==> src/design/eegcd_pkg.sv <==
// Shared definitions for the extended Euclid gcd unit: field widths, default
// width and the microcode control word with its program ROM.
// No dependencies.
package eegcd_pkg;

	// operand and coefficient widths of the transfer fields
	localparam int unsigned OPND_W     = 31;
	localparam int unsigned COEF_W     = 32;
	localparam int unsigned DEF_WIDTH  = 32;
	localparam int unsigned DIV_CNT_W  = $clog2(OPND_W);

	// microcode address
	localparam int unsigned UPC_W = 4;
	typedef logic [UPC_W-1:0] upc_t;

	localparam upc_t UA_WAIT    = 4'd0;
	localparam upc_t UA_TEST    = 4'd1;
	localparam upc_t UA_DIVINIT = 4'd2;
	localparam upc_t UA_DIVSTEP = 4'd3;
	localparam upc_t UA_STORE   = 4'd4;
	localparam upc_t UA_BTEST   = 4'd5;
	localparam upc_t UA_MUL     = 4'd6;
	localparam upc_t UA_SUB     = 4'd7;
	localparam upc_t UA_OUT     = 4'd8;

	// datapath operation of one step
	typedef enum logic [3:0] {
		OP_NONE,
		OP_LOAD,
		OP_DIVINIT,
		OP_DIVSTEP,
		OP_STORE,
		OP_BREAD,
		OP_MUL,
		OP_SUB,
		OP_EMIT
	} uop_t;

	// sequencing: fall through, jump, hold until flag, branch on flag
	typedef enum logic [1:0] {
		C_NEXT,
		C_GOTO,
		C_HOLD,
		C_BRANCH
	} cond_t;

	// status flag tested by the sequencer
	typedef enum logic [2:0] {
		F_NONE,
		F_IN,
		F_DIV_LAST,
		F_OUT_FREE,
		F_EUCLID_DONE,
		F_STEPS_ZERO
	} flag_t;

	typedef struct packed {
		uop_t  op;
		cond_t cond;
		flag_t flag;
		upc_t  target;
	} ctrl_word_t;

	// program ROM
	function automatic ctrl_word_t ucode_rom(input upc_t addr);
		ctrl_word_t cw;
		unique case (addr)
			UA_WAIT:    cw = '{OP_LOAD,    C_HOLD,   F_IN,          UA_TEST};
			UA_TEST:    cw = '{OP_NONE,    C_BRANCH, F_EUCLID_DONE, UA_BTEST};
			UA_DIVINIT: cw = '{OP_DIVINIT, C_NEXT,   F_NONE,        UA_DIVSTEP};
			UA_DIVSTEP: cw = '{OP_DIVSTEP, C_HOLD,   F_DIV_LAST,    UA_STORE};
			UA_STORE:   cw = '{OP_STORE,   C_GOTO,   F_NONE,        UA_TEST};
			UA_BTEST:   cw = '{OP_BREAD,   C_BRANCH, F_STEPS_ZERO,  UA_OUT};
			UA_MUL:     cw = '{OP_MUL,     C_NEXT,   F_NONE,        UA_SUB};
			UA_SUB:     cw = '{OP_SUB,     C_GOTO,   F_NONE,        UA_BTEST};
			UA_OUT:     cw = '{OP_EMIT,    C_HOLD,   F_OUT_FREE,    UA_WAIT};
			default:    cw = '{OP_NONE,    C_GOTO,   F_NONE,        UA_WAIT};
		endcase
		return cw;
	endfunction

endpackage

==> src/design/extended_euclid_gcd_unit.sv <==
// Extended Euclid gcd unit: microcoded sequencer over a serial divider,
// a quotient store and a coefficient back-substitution datapath.
// Depends on eegcd_pkg.
//
// Usage
//  - Input channel (in_valid / in_stall): one transfer carries a pair
//    first_operand, second_operand (31-bit unsigned). in_stall is low only
//    while the sequencer sits in its wait step.
//  - Output channel (out_valid / out_stall): one transfer per input carries
//    divisor = gcd(a, b) and signed coeff_first, coeff_second with
//    a*coeff_first + b*coeff_second = divisor.
//  - The work per pair grows with N, the number of Euclid steps
//    (N = 0 when b is zero, N <= 46 for 31-bit operands). Each step is
//    dominated by the restoring divider, which retires one quotient bit per
//    cycle; back-substitution costs a read, a multiply and a subtract per
//    step.
//  - One pair is in work at a time. The result sits in an output register,
//    so the next pair is taken while the previous result is still stalled.
//  - Reset (arst_n low) drops any pair in work, clears out_valid and returns
//    the sequencer to its wait step. No state is kept between pairs.
//  - WIDTH bounds the Euclid iteration to 2*WIDTH+2 steps and sizes the
//    quotient store accordingly.
module extended_euclid_gcd_unit
	import eegcd_pkg::*;
#(
	parameter int unsigned WIDTH = DEF_WIDTH
) (
	input  logic                     clk,
	input  logic                     arst_n,
	input  logic                     in_valid,
	output logic                     in_stall,
	input  logic [OPND_W-1:0]        first_operand,
	input  logic [OPND_W-1:0]        second_operand,
	output logic                     out_valid,
	input  logic                     out_stall,
	output logic [OPND_W-1:0]        divisor,
	output logic signed [COEF_W-1:0] coeff_first,
	output logic signed [COEF_W-1:0] coeff_second
);

	localparam int unsigned MAX_STEPS = 2 * WIDTH + 2;
	localparam int unsigned IDX_W     = $clog2(MAX_STEPS);
	localparam int unsigned STEP_W    = $clog2(MAX_STEPS + 1);

	// sequencer
	upc_t       upc_q;
	upc_t       upc_nxt;
	ctrl_word_t cw;
	logic       flag_val;

	// Euclid datapath
	logic [OPND_W-1:0]    a_q;
	logic [OPND_W-1:0]    b_q;
	logic [STEP_W-1:0]    steps_q;
	logic [STEP_W-1:0]    steps_dec;
	logic                 euclid_done;

	// serial divider
	logic [OPND_W-1:0]    rem_q;
	logic [OPND_W-1:0]    dq_q;
	logic [DIV_CNT_W-1:0] div_cnt_q;
	logic [OPND_W:0]      div_shift;
	logic                 div_ge;
	logic                 div_last;

	// quotient store and back-substitution
	logic [OPND_W-1:0]    quot_mem [MAX_STEPS];
	logic [OPND_W-1:0]    rd_q;
	logic [COEF_W-1:0]    cx_q;
	logic [COEF_W-1:0]    cy_q;
	logic [COEF_W-1:0]    prod_q;
	logic [COEF_W-1:0]    prod_full;

	// output register
	logic                     out_valid_q;
	logic [OPND_W-1:0]        divisor_q;
	logic signed [COEF_W-1:0] coeff_first_q;
	logic signed [COEF_W-1:0] coeff_second_q;

	logic in_xfer;
	logic out_free;

	assign cw = ucode_rom(upc_q);

	// handshakes
	assign in_stall = (cw.op != OP_LOAD);
	assign in_xfer  = in_valid && !in_stall;
	assign out_free = !out_valid_q || !out_stall;

	// status flags
	assign euclid_done = (b_q == '0) || (steps_q == STEP_W'(MAX_STEPS));
	assign div_last    = (div_cnt_q == DIV_CNT_W'(OPND_W - 1));
	assign steps_dec   = steps_q - STEP_W'(1);

	always_comb begin
		unique case (cw.flag)
			F_IN:          flag_val = in_xfer;
			F_DIV_LAST:    flag_val = div_last;
			F_OUT_FREE:    flag_val = out_free;
			F_EUCLID_DONE: flag_val = euclid_done;
			F_STEPS_ZERO:  flag_val = (steps_q == '0);
			default:       flag_val = 1'b0;
		endcase
	end

	// next microcode address: hold stays put until the flag rises
	always_comb begin
		unique case (cw.cond)
			C_NEXT:   upc_nxt = upc_q + upc_t'(1);
			C_GOTO:   upc_nxt = cw.target;
			C_HOLD:   upc_nxt = flag_val ? cw.target : upc_q;
			C_BRANCH: upc_nxt = flag_val ? cw.target : upc_q + upc_t'(1);
			default:  upc_nxt = UA_WAIT;
		endcase
	end

	always_ff @(posedge clk or negedge arst_n) begin
		if (!arst_n) begin
			upc_q <= UA_WAIT;
		end else begin
			upc_q <= upc_nxt;
		end
	end

	// restoring divider step: shift in the next dividend bit, subtract if it fits
	assign div_shift = {rem_q, dq_q[OPND_W-1]};
	assign div_ge    = (div_shift >= {1'b0, b_q});

	// low half of the product is all that the 32-bit coefficients need
	assign prod_full = {{(COEF_W - OPND_W){1'b0}}, rd_q} * cy_q;

	// control registers
	always_ff @(posedge clk or negedge arst_n) begin
		if (!arst_n) begin
			steps_q   <= '0;
			div_cnt_q <= '0;
		end else begin
			unique case (cw.op)
				OP_LOAD: begin
					if (in_xfer) begin
						steps_q <= '0;
					end
				end
				OP_DIVINIT: div_cnt_q <= '0;
				OP_DIVSTEP: div_cnt_q <= div_cnt_q + DIV_CNT_W'(1);
				OP_STORE:   steps_q   <= steps_q + STEP_W'(1);
				OP_BREAD: begin
					if (steps_q != '0) begin
						steps_q <= steps_dec;
					end
				end
				default: begin
				end
			endcase
		end
	end

	// datapath registers
	always_ff @(posedge clk) begin
		unique case (cw.op)
			OP_LOAD: begin
				if (in_xfer) begin
					a_q  <= first_operand;
					b_q  <= second_operand;
					cx_q <= COEF_W'(1);
					cy_q <= '0;
				end
			end
			OP_DIVINIT: begin
				rem_q <= '0;
				dq_q  <= a_q;
			end
			OP_DIVSTEP: begin
				if (div_ge) begin
					rem_q <= OPND_W'(div_shift - {1'b0, b_q});
				end else begin
					rem_q <= div_shift[OPND_W-1:0];
				end
				dq_q <= {dq_q[OPND_W-2:0], div_ge};
			end
			OP_STORE: begin
				// advance the recurrence: (a, b) <- (b, a mod b)
				a_q <= b_q;
				b_q <= rem_q;
			end
			OP_MUL: prod_q <= prod_full;
			OP_SUB: begin
				// x = y', y = x' - q*y'
				cx_q <= cy_q;
				cy_q <= cx_q - prod_q;
			end
			default: begin
			end
		endcase
	end

	// quotient store: written forward, read back in reverse order
	always_ff @(posedge clk) begin
		if (cw.op == OP_STORE) begin
			quot_mem[steps_q[IDX_W-1:0]] <= dq_q;
		end
		if (cw.op == OP_BREAD && steps_q != '0) begin
			rd_q <= quot_mem[steps_dec[IDX_W-1:0]];
		end
	end

	// output register: load when free, drop valid once the transfer completes
	always_ff @(posedge clk or negedge arst_n) begin
		if (!arst_n) begin
			out_valid_q <= 1'b0;
		end else if (cw.op == OP_EMIT && out_free) begin
			out_valid_q <= 1'b1;
		end else if (!out_stall) begin
			out_valid_q <= 1'b0;
		end
	end

	always_ff @(posedge clk) begin
		if (cw.op == OP_EMIT && out_free) begin
			divisor_q      <= a_q;
			coeff_first_q  <= $signed(cx_q);
			coeff_second_q <= $signed(cy_q);
		end
	end

	assign out_valid    = out_valid_q;
	assign divisor      = divisor_q;
	assign coeff_first  = coeff_first_q;
	assign coeff_second = coeff_second_q;

`ifndef SYNTHESIS
	a_load_leaves_wait: assert property (@(posedge clk) disable iff (!arst_n)
		in_xfer |=> upc_q == UA_TEST)
		else $error("sequencer did not leave the wait step after an input transfer");

	a_div_nonzero: assert property (@(posedge clk) disable iff (!arst_n)
		upc_q == UA_DIVSTEP |-> b_q != '0)
		else $error("divider running with a zero divisor");

	a_rem_below_div: assert property (@(posedge clk) disable iff (!arst_n)
		upc_q == UA_STORE |-> rem_q < b_q)
		else $error("remainder not below divisor at quotient store");

	a_steps_bound: assert property (@(posedge clk) disable iff (!arst_n)
		steps_q <= STEP_W'(MAX_STEPS))
		else $error("Euclid step count beyond its bound");

	a_emit_valid: assert property (@(posedge clk) disable iff (!arst_n)
		(upc_q == UA_OUT && out_free) |=> out_valid)
		else $error("result emitted without raising out_valid");
`endif

endmodule

==> config.mk <==
export PLATFORM = sky130hd
export DESIGN_NAME = extended_euclid_gcd_unit
export DESIGN_NICKNAME = d
export VERILOG_FILES = /design/src/design/eegcd_pkg.sv /design/src/design/extended_euclid_gcd_unit.sv
export SDC_FILE = /design/constraint.sdc
export NUM_CORES = 2
export LEC_CHECK = 0
export BUFFER_PORTS_ARGS = -buffer_cell sky130_fd_sc_hd__buf_2
export CORE_MARGIN = 2
export CORE_UTILIZATION = 35
export CTS_CLUSTER_DIAMETER = 40
export DETAILED_ROUTE_END_ITERATION = 10
export GPL_TIMING_DRIVEN = 0
export SYNTH_ARGS = -nofsm -noshare
export SYNTH_HDL_FRONTEND = slang
export SYNTH_SLANG_ARGS = --single-unit
==> constraint.sdc <==
create_clock -name clk -period 9.7 [get_ports clk]
set_input_delay 1.455 -clock clk [delete_from_list [all_inputs] [get_ports clk]]
set_output_delay 1.455 -clock clk [all_outputs]
set_load 0.05 [all_outputs]
=== After elaboration in Yosys (flattened, before gate mapping) ===
Memories as Yosys holds them, arrays and structs flattened. A register that Yosys moved wholly into a read port is not among the register bits.
Cells that the tools add are included.

* Register bits after elaboration: 332
* Bits in writable memories: 2046
* Memory bits (read-only): 208
* Input port bits: 66
* Output and inout bits: 97
* Word-level logic and storage cells: 89
* Memories: 2

{| class="wikitable"
|+ Memories
! memory !! depth !! width !! rd ports !! clocked after memory_dff !! wr ports !! line !! RTL
|-
| quot_mem || 66 || 31 || 1 || 1 || 1 || extended_euclid_gcd_unit.sv:67 || <nowiki>logic [OPND_W-1:0] quot_mem [MAX_STEPS];</nowiki>
|-
| (no name shown) || 16 || 13 || 1 || 0 || 0 || eegcd_pkg.sv:67 || <nowiki>unique case (addr)</nowiki>
|}

* $add $sub $neg: 6
* Multiply operators: 1
* $lt $le $gt $ge: 1
* Equality and inequality tests: 23
* Muxes and demuxes: 23
* Reduce and logical (&&, ||, !) cells: 19

{| class="wikitable"
|+ Operators by type and width
! kind !! number
|-
| $pmux 31 s2 || 4
|-
| $pmux 32 s2 || 2
|-
| $mux 31 || 3
|-
| $mux 32 || 2
|-
| $ge 32x31->1 || 1
|-
| $mul 31x32->32 || 1
|-
| $sub 32x32->32 || 1
|-
| $logic_not 31->1 || 1
|-
| $sub 31x31->31 || 1
|-
| $pmux 7 s3 || 1
|-
| $eq 4x3->1 const B || 4
|-
| $pmux 4 s4 || 1
|-
| $mux 7 || 2
|-
| $pmux 5 s2 || 1
|-
| $eq 4x2->1 const B || 2
|-
| $mux 4 || 2
|-
| $add 7x1->7 const B || 1
|-
| $eq 7x7->1 const B || 1
|-
| $logic_not 7->1 || 1
|-
| $reduce_bool 7->1 || 1
|-
| $sub 7x1->7 const B || 1
|-
| $eq 3x2->1 const B || 2
|-
| $eq 3x3->1 const B || 2
|-
| $ne 2x2->1 const B || 3
|-
| other kinds (20) || 32
|}

=== Longest topological paths before layout ===
An unclocked memory read counts as a cell.

* Word-level depth: 7
* Depth in mapped cells: 29
* Mapped depth without buffers: 27

=== Worst setup path before layout ===
OpenSTA, ideal clock, no wires.

* Kind: register -> register
* From: reg rd_q[4] (read register of quot_mem)
* To: reg prod_q[31], data pin
* Library setup time: 0.260 ns
* Data arrival time: 6.978 ns
* Required time: 9.440 ns
* Path slack: 2.462 ns
* Stages on the path, launching flop included: 26
* Buffers on the path: 1
* Period minus slack after synthesis: 7.238 ns
* Cell sequence: edfxtp_1 > clkbuf_1 > and2_1 > fa_1 > fa_1 > fa_1 > inv_1 > fa_1 > inv_1 > fa_1 > inv_1 > fa_1 > inv_1 > fa_1 > fa_1 > ha_1 > a21o_1 > a21oi_1 > o22a_1 > o21a_1 > a31oi_1 > a41o_1 > or4_1 > a31o_2 > a21oi_1 > xnor2_1

* Cells in the longest elaborated chain, start to end: 1

{| class="wikitable"
|+ RTL lines
! what !! line !! RTL
|-
| start, declared || extended_euclid_gcd_unit.sv:68 || <nowiki>logic [OPND_W-1:0] rd_q;</nowiki>
|-
| $mul 31x32->32 || extended_euclid_gcd_unit.sv:130 || <nowiki>assign prod_full = {{(COEF_W - OPND_W){1'b0}}, rd_q} * cy_q;</nowiki>
|-
| net prod_full[31] || extended_euclid_gcd_unit.sv:72 || <nowiki>logic [COEF_W-1:0] prod_full;</nowiki>
|-
| end signal, assigned || extended_euclid_gcd_unit.sv:186 || <nowiki>OP_MUL: prod_q <= prod_full;</nowiki>
|-
| end, declared || extended_euclid_gcd_unit.sv:71 || <nowiki>logic [COEF_W-1:0] prod_q;</nowiki>
|}

The timed path passes the listed nets, and every way through them passes these cells.
A chain may end at the register's enable or synchronous reset.

=== Worst setup path in the final report ===
* From: reg cy_q[13]
* To: reg prod_q[31], data pin

* Cells in the longest elaborated chain, start to end: 1

{| class="wikitable"
|+ RTL lines
! what !! line !! RTL
|-
| start, declared || extended_euclid_gcd_unit.sv:70 || <nowiki>logic [COEF_W-1:0] cy_q;</nowiki>
|-
| start signal, assigned || extended_euclid_gcd_unit.sv:190 || <nowiki>cy_q <= cx_q - prod_q;</nowiki>
|-
| $mul 31x32->32 || extended_euclid_gcd_unit.sv:130 ||
|-
| net prod_full[31] || extended_euclid_gcd_unit.sv:72 ||
|}

The timed path passes the listed nets, and every way through them passes these cells.

==> results_dict.tcl <==
set metrics [dict create \
    status "finished, violations left" \
    violations "max-capacitance violations" \
    cp.required_ns 10.32 \
    synthXorXnorAreaFrac 0.01105 \
    seq_area_mm2 0.07225 \
    timing_hold_violations_final 0 \
    max_slew_margin 0.007216 \
    setup_viol 0 \
    cts_buffers 325 \
    routabilityCongestion 0.9168 \
    cts_sinks 2409 \
    cts_resized 0 \
    tightest_slew_ns 1.486 \
    crit_slowest_cell "clkbuf_1" \
    slew_viol_final 0 \
    drt_first_iter_violations 7004 \
    synth_area_mm2 0.1102 \
    synth_compound_area_frac 0.01865 \
    finalInstanceArea_mm2 0.1316 \
    core_mm2 0.3124 \
    ys_top_cells_by_area "edfxtp_1, mux4_2, fa_1, ha_1, nand2_1" \
    synth_common_cells "edfxtp_1, mux4_2, nand2_1" \
    grt_pass1_wl_um 450100 \
    criticalPathCategory "reg2reg" \
    fin_crit_ns 9.250 \
    layout.nets 7502 \
    grt_max_degree 65 \
    synthAdderAreaFrac 0.09706 \
    multi_input_area_mm2 0.03536 \
    hpwl_um 225600 \
    synthCells 6180 \
    fp-row-count 205 \
    synthArstFlopShare 0.007057 \
    avgViaCountPerCell 5.335 \
    io_pins 163 \
    ys_ff_latch 2409 \
    post_cts_buffers 0 \
    drt-pass1-iter-count 5 \
    gr-usage-all-layers 0.1969 \
    hp-class "reg2reg" \
    finalWirelength_um 315100 \
    ys.flop_type "edfxtp_1" \
    final_core_util 0.4211 \
    syn_avg_cell_area_um2 17.83 \
    critPathLaunchType "register" \
    cp_num_buf_inv 7 \
    antenna_found_initial 22 \
    fin_tns_setup_ns 0 \
    dieArea_mm2 0.3193 \
    yosysSeqAreaShare 0.6559 \
    yosys.area_share.simple 0.05045 \
    port_buffers 162 \
    vias 59917 \
    htreeDepth 5 \
    rsz0062_at_grt "false" \
    die-width_um 565.0 \
    synth_top_area_share 0.6520 \
    crit_fanout 10 \
    clk_pin_slew_ns 0.07 \
    yosys_warnings 0 \
    timing.final.crit_share 0.9536 \
    wl_per_cell_um 28.05 \
    synthMuxAreaShare 0.1387 \
    ys_types 74 \
    synth_top_cell_by_area "edfxtp_1" \
    endpoint_kind "register" \
    crit_arrival_ns 9.87 \
    synth_edf_count 2392 \
    slowest_delay_ns 0.78 \
    start_util 0.3526 \
    hold_buffers 0 \
    die_h_um 565.0 \
    clockBufferDepth 4 \
    fill_cells 27429 \
    layout-drive-gt1-share 0.2358 \
    ant_nets 0 \
    area.growth.synth_to_final_pct 19.43 \
    root_buffer "clkbuf_16" \
    grt-ovfl-total 0 \
    insertion_delay_ns 0.90 \
    fmax_mhz 108.1 \
    drc 0 \
    placed_cell_area_mm2 0.1206 \
    grt_pass1_vias 61406 \
    synth_most_common_cell "edfxtp_1" \
    cp_common_cell "fa_1" \
    synth_top_family_by_area "multiplexers" \
    synth_nets 6854 \
    cts_tree "yes" \
    drv_cap 1 \
    clock_skew_ns 0.1065 \
    crit_family "adder cells" \
]
[flip-flops by register name, summed over array words and instances (netlist names), 31 cells and up]
| name | flops |
|---|---|
| rd_q | 31 |
| b_q | 31 |
| prod_q | 32 |
| dq_q | 31 |
| divisor | 31 |
| cy_q | 32 |
| cx_q | 32 |
| coeff_first | 32 |
| rem_q | 31 |
| quot_mem | 2046 |
| coeff_second | 32 |
| a_q | 31 |
[cells by family after synthesis]
| logic type | count (synthesis) |
|---|---|
| buffers and inverters | 783 |
| DFF | 2409 |
| and+or+nand+nor | 1198 |
| xor gates and xnor gates | 139 |
| AOI/OAI and AO/OA | 331 |
| adders and majority gates | 608 |
| muxes | 712 |
[cells in the final DEF (no fill, tap or decap), drive strengths merged, types with 12 or more instances in the layout]
cell type | synthesis | layout
bufinv | 0 | 36
nor2 | 176 | 176
nand3 | 28 | 28
clkbuf | 220 | 575
nand4 | 14 | 14
xor2 | 39 | 39
xnor2 | 100 | 100
fa | 411 | 411
inv | 492 | 561
nor2b | 16 | 16
nand2 | 583 | 583
nand2b | 17 | 17
a21o | 30 | 30
edfxtp | 2392 | 2392
o21ai | 118 | 118
clkinvlp | 0 | 36
nor3 | 23 | 23
buf | 70 | 391
mux4 | 651 | 651
clkinv | 1 | 87
a21oi | 85 | 85
dfrtp | 17 | 17
mux2i | 58 | 58
and2 | 303 | 303
nor4 | 12 | 12
ha | 197 | 197
[routing by layer]
| metal | share of wire | track usage | routed length, um |
|---|---|---|---|
| met1 | 0.40 | 0.2637 | 126900 |
| met2 | 0.48 | 0.3198 | 150500 |
| met3 | 0.078 | 0.03703 | 24490 |
| met4 | 0.042 | 0.07314 | 13090 |
| met5 | 0.00011 | 0 | 35 |
[through the flow]
| stage | worst slack, ns | hold WS (ns) | instances |
|---|---|---|---|
| 5_1_grt | 0.2324 | 0.4523 | 11223 |
| 6_report | 0.4502 | 0.4439 | 11231 |
| 3_5_place_dp | 0.5791 | 0.4374 | 10641 |
| 4_1_cts | 0.5685 | 0.4462 | 11223 |
| 3_3_place_gp | 0.4235 | 0.4342 | 10482 |
| 2_1_floorplan | 2.462 | 0.4244 | 6180 |
[worst reg2reg max path, stage by stage (launching register included)]
cell,delay (ns)
edfxtp_1,0.52
clkbuf_1,0.71
clkbuf_1,0.79
nand2_1,0.15
fa_1,0.52
fa_1,0.52
inv_1,0.05
fa_1,0.50
inv_1,0.05
fa_1,0.47
inv_1,0.05
fa_1,0.48
fa_1,0.43
inv_1,0.08
fa_1,0.43
fa_1,0.49
inv_1,0.04
ha_1,0.41
nand2_1,0.16
or2_2,0.33
or3_1,0.31
o21a_1,0.26
a31oi_1,0.40
a41o_1,0.27
or4_1,0.14
a31o_2,0.15
a21oi_1,0.09
xnor2_1,0.28
[path summary, 6_finish.rpt]
| check | start | endpoint | slack (ns) | cells past startpoint |
|---|---|---|---|---|
| setup / recovery | cy_q[13] | prod_q[31] | 0.45 | 27 |
| hold / removal | a_q[4] | divisor[4] | 0.44 | 0 |
| setup reg to reg | cy_q[13] | prod_q[31] | 0.45 | 27 |
| hold reg to reg | a_q[4] | divisor[4] | 0.44 | 0 |
| max in group asynchronous | arst_n | steps_q[0] | 8.70 | 1 |
| min in group asynchronous | arst_n | div_cnt_q[1] | 0.58 | 1 |
[final cells by class]
cell class                 count  area share
sequential                  2409      0.5492
multi-input combinational   2988      0.2688
clock buffer                 355     0.06316
tap                         4140     0.03937
timing repair buffer         321     0.03551
clock inverter               227     0.02018
inverter                     493     0.01408
buffer                       290    0.009605
antenna                        8   0.0001522
Power is not shown: default switching activity piles up to over one toggle a cycle in this logic, so the estimate is an artifact.
